==> src/rtl/mvna_pkg.sv <==
// Shared types, widths and codes of the mesh vertex normal accumulator.
// Used by the front, the normalizer, the back end and the top level.
package mvna_pkg;

    // Field widths fixed by the interface.
    localparam int IDX_W = 10;
    localparam int POS_W = 24;
    localparam int SUM_W = 24;
    localparam int NRM_W = 16;

    // Datapath widths: edges, cross products and normalizer internals.
    localparam int EDGE_W = POS_W + 1;
    localparam int PROD_W = 2 * EDGE_W;
    localparam int CR_W   = PROD_W + 1;
    localparam int MAG_W  = CR_W;
    localparam int SQI_W  = 30;
    localparam int SQ_W   = 2 * SQI_W;
    localparam int S_W    = SQ_W + 2;
    localparam int BIT_W  = S_W + 1;
    localparam int LEN_W  = SQI_W + 1;
    localparam int Q_W    = 15;
    localparam int FRAC_W = 14;
    localparam int NUM_W  = SQI_W + Q_W;
    localparam int REM_W  = LEN_W + 1;

    // Defaults and queue sizing.
    localparam int MAX_VERTICES_DEF = 1024;
    localparam int QDEPTH = 4;
    localparam int QPTR_W = 2;

    // Saturation limits of the normal sums and the unit length in Q1.14.
    localparam logic signed [SUM_W:0] SUM_HI = 25'sd8388607;
    localparam logic signed [SUM_W:0] SUM_LO = -25'sd8388608;
    localparam logic signed [NRM_W-1:0] ONE_Q14 = 16'sd16384;

    // Command codes on the input port.
    localparam logic [1:0] CMD_LOAD = 2'd0;
    localparam logic [1:0] CMD_TRI  = 2'd1;
    localparam logic [1:0] CMD_READ = 2'd2;

    // Classified operation carried from front to back.
    typedef enum logic [1:0] {
        OP_LOAD      = 2'd0,
        OP_TRI       = 2'd1,
        OP_READ      = 2'd2,
        OP_READ_ZERO = 2'd3
    } t_op;

    typedef struct packed {
        logic signed [POS_W-1:0] x;
        logic signed [POS_W-1:0] y;
        logic signed [POS_W-1:0] z;
    } t_xyz;

    typedef struct packed {
        t_op             op;
        logic [IDX_W-1:0] idx0;
        logic [IDX_W-1:0] idx1;
        logic [IDX_W-1:0] idx2;
        t_xyz            pos;
    } t_qent;

endpackage

==> src/rtl/mvna_front.sv <==
// Front end: accepts input beats, classifies them and queues the work for the back end.
// Depends on mvna_pkg.
module mvna_front #(
    parameter int MAX_VERTICES = mvna_pkg::MAX_VERTICES_DEF
) (
    input  logic                            i_clk,
    input  logic                            i_rst_n,
    input  logic                            push,
    output logic                            full,
    input  logic [1:0]                      i_command,
    input  logic [mvna_pkg::IDX_W-1:0]      i_vertex_index,
    input  logic signed [mvna_pkg::POS_W-1:0] i_pos_x,
    input  logic signed [mvna_pkg::POS_W-1:0] i_pos_y,
    input  logic signed [mvna_pkg::POS_W-1:0] i_pos_z,
    input  logic [mvna_pkg::IDX_W-1:0]      i_corner_a,
    input  logic [mvna_pkg::IDX_W-1:0]      i_corner_b,
    input  logic [mvna_pkg::IDX_W-1:0]      i_corner_c,
    input  logic                            i_clearing,
    output logic                            o_q_valid,
    output mvna_pkg::t_qent                 o_q_ent,
    input  logic                            i_q_pop
);

    mvna_pkg::t_qent r_fifo [mvna_pkg::QDEPTH];
    logic [mvna_pkg::QPTR_W-1:0] r_wr;
    logic [mvna_pkg::QPTR_W-1:0] r_rd;
    logic [mvna_pkg::QPTR_W:0]   r_count;
    mvna_pkg::t_qent ent;
    logic keep;
    logic wr;
    logic rd;

    function automatic logic in_range(input logic [mvna_pkg::IDX_W-1:0] idx);
        return {22'b0, idx} < 32'(MAX_VERTICES);
    endfunction

    // Classify the beat: drop unused commands and out-of-range loads and triangles.
    always_comb begin
        ent.op   = mvna_pkg::OP_LOAD;
        ent.idx0 = i_vertex_index;
        ent.idx1 = i_corner_b;
        ent.idx2 = i_corner_c;
        ent.pos  = '{x: i_pos_x, y: i_pos_y, z: i_pos_z};
        keep     = 1'b0;
        case (i_command)
            mvna_pkg::CMD_LOAD: begin
                keep = in_range(i_vertex_index);
            end
            mvna_pkg::CMD_TRI: begin
                ent.op   = mvna_pkg::OP_TRI;
                ent.idx0 = i_corner_a;
                keep     = in_range(i_corner_a) && in_range(i_corner_b)
                           && in_range(i_corner_c);
            end
            mvna_pkg::CMD_READ: begin
                ent.op = in_range(i_vertex_index) ? mvna_pkg::OP_READ
                                                  : mvna_pkg::OP_READ_ZERO;
                keep   = 1'b1;
            end
            default: begin
                keep = 1'b0;
            end
        endcase
    end

    // Queue full also covers the sum clearing pass after reset.
    assign full      = (r_count == (mvna_pkg::QPTR_W + 1)'(mvna_pkg::QDEPTH)) || i_clearing;
    assign wr        = push && !full && keep;
    assign o_q_valid = (r_count != '0);
    assign rd        = i_q_pop && o_q_valid;
    assign o_q_ent   = r_fifo[r_rd];

    // Queue storage.
    always_ff @(posedge i_clk) begin
        if (wr) begin
            r_fifo[r_wr] <= ent;
        end
    end

    // Queue pointers and fill count.
    always_ff @(posedge i_clk) begin
        if (!i_rst_n) begin
            r_wr    <= '0;
            r_rd    <= '0;
            r_count <= '0;
        end else begin
            if (wr) begin
                r_wr <= r_wr + 1'b1;
            end
            if (rd) begin
                r_rd <= r_rd + 1'b1;
            end
            if (wr && !rd) begin
                r_count <= r_count + 1'b1;
            end else if (rd && !wr) begin
                r_count <= r_count - 1'b1;
            end
        end
    end

    a_count_bound: assert property (@(posedge i_clk) disable iff (!i_rst_n)
        r_count <= (mvna_pkg::QPTR_W + 1)'(mvna_pkg::QDEPTH))
        else $error("front queue count exceeds depth");

endmodule

==> config.mk <==
export PLATFORM = sky130hd
export DESIGN_NAME = mvna_front
export DESIGN_NICKNAME = d
export VERILOG_FILES = /design/src/rtl/mvna_pkg.sv /design/src/rtl/mvna_front.sv
export SDC_FILE = /design/constraint.sdc
export NUM_CORES = 1
export LEC_CHECK = 0
export BUFFER_PORTS_ARGS = -buffer_cell sky130_fd_sc_hd__buf_2
export CAP_MARGIN = 15
export CORE_MARGIN = 2
export CORE_UTILIZATION = 57
export CTS_CLUSTER_DIAMETER = 100
export DETAILED_ROUTE_END_ITERATION = 16
export PLACE_DENSITY = 0.8
export SLEW_MARGIN = 20
export SYNTH_ARGS = -nofsm -noshare
export SYNTH_HDL_FRONTEND = slang
export SYNTH_SLANG_ARGS = --single-unit
==> constraint.sdc <==
create_clock -name i_clk -period 5.6 [get_ports i_clk]
set_input_delay 0.84 -clock i_clk [delete_from_list [all_inputs] [get_ports i_clk]]
set_output_delay 0.84 -clock i_clk [all_outputs]
set_load 0.1 [all_outputs]
==> run_results.csv, run 1 <==
group,metric,value,unit
logic_synthesis,synth-adder-area-share,0.528,%
power,total_power,8.63,mW
logic_synthesis,synthFlopType,"edfxtp_1",
clock_network,hold_buffers,0,
placed_design,io_buffers,224,
logic_synthesis,ys_seq_area_share,81.0,%
route,wire_per_inst,23.5,um
global_routing,grt_pass1_vias,7335,
placed_design,placedCellCount,1158,
worst_setup_path,worstPathArrival,2.90,ns
min_path,hp-class,"register to register",
route,dr.pass1.iters,5,
route,drcViolationCount,0,
finish,fillers,1640,
sta,worst_pin_slew,1.09,ns
logic_synthesis,synth_edf_count,416,
global_routing,gr-usage-met2,30.7,%
job,cap_violations,0,
clock_network,clock_path_buffers,3,
global_routing,grt_pass1_wl,43000,um
finish,register_area,12700,um2
floorplan,die_w,170,um
logic_synthesis,synth_simple_gate_area_share,0.640,%
logic_synthesis,synth.net_count,731,
global_routing,met1_usage,29.2,%
sta,final.min_clock_period,3.74,ns
worst_setup_path,end_kind,"output port",
logic_synthesis,ys_ff_latch,425,
logic_synthesis,synth_area,15700,um2
route,drt-vias-per-instance,5.79,
floorplan,start_util,58.1,%
worst_setup_path,crit_path_max_fanout,44,
clock_network,postCtsSetupRepairBufs,0,
floorplan,core,27000,um2
clock_network,path_clk_slew,0.06,ns
power,p_per_area,472,nW/um2
worst_setup_path,crit_type,"register to output port",
clock_network,cts_tree,"yes",
logic_synthesis,synth-xor-area-share,0.224,%
power,p_leak,6.07,nW
route,ant_nets,0,
logic_synthesis,syn_inst,606,
global_routing,gr-total-overflow,0,
global_routing,grt_max_degree,72,
sta,finalHoldViolations,0,
power,ir_drop,425,uV
sta,timing.hold.ws,0.501,ns
route,routed-via-count,7145,
floorplan,die_area,28800,um2
sta,layout_worst_path_cycle_share,66.9,%
finish,final_cells,1234,
finish,drive_gt1_share,45.7,%
sta,tns,0,ns
logic_synthesis,synthArstFlopShare,0,%
clock_network,cts_max_level,2,
sta,setup_viol,0,
clock_network,cts-root-buf,"clkbuf_16",
logic_synthesis,yosysWarnings,0,
finish,syn_to_final_growth,16.8,%
logic_synthesis,avgSynthCellArea,25.8,um2
placed_design,dpl_cell_area,17100,um2
clock_network,cts_resized,0,
logic_synthesis,synth.distinct_cells,26,
global_routing,grtUsageMet3,6.69,%
global_routing,grtUsageTotal,20.3,%
sta,grt_setup_unrepaired,"no",
clock_network,cts_sinks,425,
global_routing,top_usage_layer,"met2",
route,wirelength,29000,um
placed_design,place_hpwl,17500,um
worst_setup_path,start_kind,"register",
global_routing,antenna_found_initial,11,
worst_setup_path,cp_data_required_time,4.76,ns
placed_design,gp_congestion,0.738,
sta,skew,0.0156,ns
logic_synthesis,synthMuxAreaShare,15.9,%
logic_synthesis,synth_compound_area_share,0.424,%
finish,nets,984,
clock_network,clock_latency,0.53,ns
sta,fmax,267,MHz
clock_network,cts_made_buffers,40,
finish,fin_area,18300,um2
finish,multi_input_area,2780,um2
floorplan,die_h,170,um
route,first_iter_violations,694,
logic_synthesis,synth_top_family_by_area,"multiplexers",
sta,drv_slew,0,
run_status,status,"completed",
floorplan,row_count,60,
floorplan,ios,225,
sta,maxSlewHeadroom,27.6,%
## where the power goes
part	leakage [nW]	total, mW	switching, mW	internal (mW)
combinational	1.68	2.53	1.97	0.556
clock	0.552	2.39	1.05	1.34
sequential	3.84	3.72	0.111	3.60
total	6.07	8.63	3.14	5.50
## synthesized netlist by cell type, types with 2 or more instances
cell | count | share of area [%]
clkbuf_1 | 6 | 0.14
mux2i_1 | 3 | 0.19
and2_1 | 8 | 0.32
xnor2_1 | 3 | 0.17
buf_8 | 7 | 0.67
nand2_1 | 4 | 0.096
or3_1 | 2 | 0.080
ha_1 | 5 | 0.40
mux2_2 | 10 | 0.72
nor2b_1 | 3 | 0.12
dfxtp_1 | 9 | 1.2
inv_1 | 3 | 0.072
mux4_2 | 104 | 15
edfxtp_1 | 416 | 80
buf_2 | 12 | 0.38
## per-layer routing
metal | up-vias | part of all wire [%]
li1 | 3111 | -
met1 | 3691 | 42
met2 | 289 | 46
met3 | 46 | 9.2
met4 | 8 | 1.7
met5 | - | 0.18
## critical path: stages, from the launching register on
cell,delay (ns)
dfxtp_4,0.95
buf_4,0.51
mux4_2,0.60
buf_2,0.32
## registers in the layout, indices dropped and copies added (netlist names), named ones only
name,count
r_fifo,416
r_rd,2
r_count,3
r_wr,2
## cell type report
cell class / instances / area share, %
antenna: 9 / 0.123
clock buffer: 53 / 5.86
clock inverter: 14 / 0.356
inverter: 3 / 0.0616
multi-input combinational: 152 / 15.2
sequential: 425 / 69.3
tap: 341 / 2.33
timing repair buffer: 237 / 6.73
## stage by stage
step           worst slack [ns]  utilization (%)
2_1_floorplan              1.28                -
3_3_place_gp               2.28             63.6
3_5_place_dp               2.25             63.6
4_1_cts                    1.72             67.8
5_1_grt                    1.60             67.8
6_report                   1.86             67.9
## cell families (layout without fill, tap and decap cells)
logic type,after synthesis,after routing
AO/OA/AOI/OAI,7,7
XOR/XNOR,4,4
adder cells (fa/ha/maj),6,6
buffers and inverters,29,307
flip-flops,425,425
multiplexers,117,117
other,0,9
AND/OR/NAND/NOR,18,18
## path summary, 6_finish.rpt
path | start | endpoint | slack (ns) | cells past startpoint
setup reg to reg | r_count[0] | r_fifo[2][94] | 2.85 | 4
setup / recovery | register | o_q_ent[38] | 1.86 | 3
hold reg to reg | r_wr[0] | r_wr[0] | 0.50 | 2
hold / removal | r_wr[0] | r_wr[0] | 0.50 | 2
## placed cells by master, fill, tap and decap left out
cell type  instances
edfxtp_1         416
buf_2            224
mux4_2           104
clkbuf_16         41
clkbuf_1          12
buf_4             12
mux2_2            10
clkinv_1          10
diode_2            9
dfxtp_1            7
ha_1               5
and2_4             4
and2_1             4
nand2_1            4
inv_1              3
nor2b_1            3
xnor2_1            3
mux2i_1            3
or3_1              2
dfxtp_4            2
inv_6              2
clkinv_2           2
nor2_1             1
a21bo_2            1
a211oi_4           1
a21o_1             1
o31ai_1            1
o311ai_0           1
xor2_1             1
o21ai_0            1
a21boi_0           1
fa_1               1
buf_12             1
Power figures use the tool's default switching activity.
==> inputs of run 2 (changes only) <==
--- a/config.mk
+++ b/config.mk
@@ -5,13 +5,14 @@
 export SDC_FILE = /design/constraint.sdc
 export NUM_CORES = 1
 export LEC_CHECK = 0
+export ABC_AREA = 1
 export BUFFER_PORTS_ARGS = -buffer_cell sky130_fd_sc_hd__buf_2
 export CAP_MARGIN = 15
 export CORE_MARGIN = 2
-export CORE_UTILIZATION = 57
+export CORE_UTILIZATION = 51
 export CTS_CLUSTER_DIAMETER = 100
 export DETAILED_ROUTE_END_ITERATION = 16
-export PLACE_DENSITY = 0.8
+export PLACE_DENSITY = 0.75
 export SLEW_MARGIN = 20
 export SYNTH_ARGS = -nofsm -noshare
 export SYNTH_HDL_FRONTEND = slang
==> constraint.sdc (replaced) <==
create_clock -name i_clk -period 3.2 [get_ports i_clk]
set_input_delay 0.48 -clock i_clk [delete_from_list [all_inputs] [get_ports i_clk]]
set_output_delay 0.48 -clock i_clk [all_outputs]
set_load 0.1 [all_outputs]
==> run_results.csv, run 2 <==
group,metric,value,unit
run_status,status,"completed",
power,clkPwrFrac,25.9,%
sta,tns,0,ns
sta,layout_worst_path_cycle_share,89.5,%
logic_synthesis,synthFlopType,"edfxtp_1",
clock_network,cts_max_level,2,
finish,final_cells,1776,
power,ir_drop,811,uV
route,drt-vias-per-instance,5.50,
route,drcViolationCount,0,
clock_network,cts_made_buffers,43,
clock_network,path_clk_slew,0.06,ns
placed_design,gp_congestion,0.721,
route,routed-via-count,9772,
placed_design,place_hpwl,18300,um
floorplan,die_area,33200,um2
logic_synthesis,yosys.area.top_type,"edfxtp_1",
sta,grt_setup_unrepaired,"no",
logic_synthesis,synth_simple_gate_area_share,6.75,%
logic_synthesis,synth-adder-area-share,0.509,%
finish,largest_reg_flops,416,
finish,final_cell_mix,"416 x edfxtp_1, 224 x buf_2, 197 x nor2_1",
route,wire_per_inst,18.4,um
job,cap_violations,0,
clock_network,postCtsSetupRepairBufs,0,
clock_network,cts_tree,"yes",
logic_synthesis,synth.net_count,1241,
worst_setup_path,end_kind,"output port",
finish,register_area,12700,um2
logic_synthesis,synthTopCellsByArea,"edfxtp_1 77%, o21ai_0 5.6%, nor2_1 4.7%",
route,first_iter_violations,701,
placed_design,io_buffers,224,
clock_network,cts_sinks,425,
sta,fmax,349,MHz
power,switching_share,44.1,%
min_path,whs_path_depth,1,
worst_setup_path,r2r_cells,13,
power,p_per_area,967,nW/um2
finish,mostFrequentLayoutCell,"edfxtp_1",
logic_synthesis,synthMuxAreaShare,0,%
power,switching_power,8.17,mW
logic_synthesis,synth-xor-area-share,0.0540,%
global_routing,grt_pass1_vias,9557,
power,pwr-share-comb,39.2,%
global_routing,gr-total-overflow,0,
logic_synthesis,yosys.cell_count.top_type,"edfxtp_1",
floorplan,core,31500,um2
floorplan,start_util,51.5,%
global_routing,grt_max_degree,107,
clock_network,hold_buffers,0,
sta,skew,0.0165,ns
floorplan,row_count,65,
logic_synthesis,synth_commonest_cells,"416 x edfxtp_1, 201 x nor2_1, 182 x o21ai_0",
sta,setup_viol,0,
worst_setup_path,crit_type,"register to output port",
worst_setup_path,crit_path_max_fanout,44,
route,wirelength,32600,um
logic_synthesis,synth_area,16200,um2
logic_synthesis,synth.distinct_cells,25,
worst_setup_path,worstPathArrival,2.38,ns
finish,regMostFlops,"r_fifo",
worst_setup_path,cp_data_required_time,2.72,ns
logic_synthesis,yosysWarnings,0,
route,dr.pass1.iters,5,
logic_synthesis,avgSynthCellArea,14.5,um2
floorplan,die_h,182,um
floorplan,die_w,182,um
sta,drv_slew,0,
logic_synthesis,ys_seq_area_share,78.1,%
logic_synthesis,synthArstFlopShare,0,%
finish,syn_to_final_growth,18.1,%
finish,reg_top3,"r_fifo: 416 flops, r_count: 3 flops",
logic_synthesis,synth_compound_area_share,11.4,%
logic_synthesis,ys_ff_latch,425,
finish,nets,1463,
sta,timing.hold.ws,0.165,ns
placed_design,placedCellCount,1695,
clock_network,clock_path_buffers,3,
worst_setup_path,start_kind,"register",
logic_synthesis,syn_inst,1116,
logic_synthesis,synth_edf_count,416,
clock_network,clock_latency,0.52,ns
sta,finalHoldViolations,0,
clock_network,cts_resized,0,
power,p_leak,6.75,nW
global_routing,grt_pass1_wl,50500,um
min_path,hp-class,"input pin to register",
sta,maxSlewHeadroom,64.5,%
finish,multi_input_area,3060,um2
power,pwr-share-seq,34.9,%
finish,drive_gt1_share,25.7,%
logic_synthesis,synth_top_area_share,77.0,%
floorplan,ios,225,
finish,final_util,60.9,%
route,ant_nets,0,
finish,fillers,2343,
global_routing,antenna_found_initial,8,
sta,final.min_clock_period,2.86,ns
global_routing,grtUsageTotal,19.4,%
logic_synthesis,synth_top_family_by_area,"compound AO/OA/AOI/OAI gates",
clock_network,cts-root-buf,"clkbuf_16",
sta,worst_pin_slew,0.532,ns
power,power.internal,10.4,mW
power,total_power,18.5,mW
run 2: routing by layer:
| layer | part of all wire [%] | GRT usage, % | wire (um) |
|---|---|---|---|
| met1 | 40 | 24.2 | 13000 |
| met2 | 49 | 32.5 | 15800 |
| met3 | 9.6 | 6.69 | 3130 |
| met4 | 1.8 | 5.42 | 588 |
| met5 | 0.13 | 0 | 41 |
run 2: path summary, 6_finish.rpt:
path | slack [ns] | endpoint | from
max | 0.34 | o_q_ent[34] | register
min | 0.17 | r_fifo[0][27] | i_pos_y[3]
max reg2reg | 1.03 | r_count[2] | r_count[0]
min reg2reg | 0.49 | register | r_rd[1]
run 2: cells by family after synthesis:
family,count (synthesis)
xor+xnor,1
fa+ha+maj,6
simple gates,275
flops,425
buf+inv,92
compound gates,317
run 2: stage by stage:
step	instance area (um2)	worst slack, ns
2_1_floorplan	16200	-0.928
3_3_place_gp	17800	0.860
3_5_place_dp	17800	0.827
4_1_cts	19200	0.306
5_1_grt	19200	0.203
6_report	19200	0.337
run 2: power by group through the flow:
stage               clock network (mW)  registers, mW  logic, mW
floorplan                            0           6.56       6.13
global placement                     0           6.57       7.21
detailed placement                   0           6.58       7.29
CTS                               4.90           6.46       7.30
global route                      5.11           6.48       7.60
finish                            4.81           6.46       7.26
run 2: area by class of cell:
cell class	count	area share (%)
inverter	23	0.483
antenna	3	0.0392
tap	402	2.63
multi-input combinational	599	16.0
sequential	425	66.2
clock buffer	52	6.01
timing repair buffer	246	7.56
clock inverter	26	1.13
run 2: worst max-delay path, stage by stage (launching register included):
cell	delay [ns]
dfxtp_4	0.37
inv_6	0.27
buf_4	0.34
o21ai_0	0.14
o22ai_1	0.21
buf_2	0.50
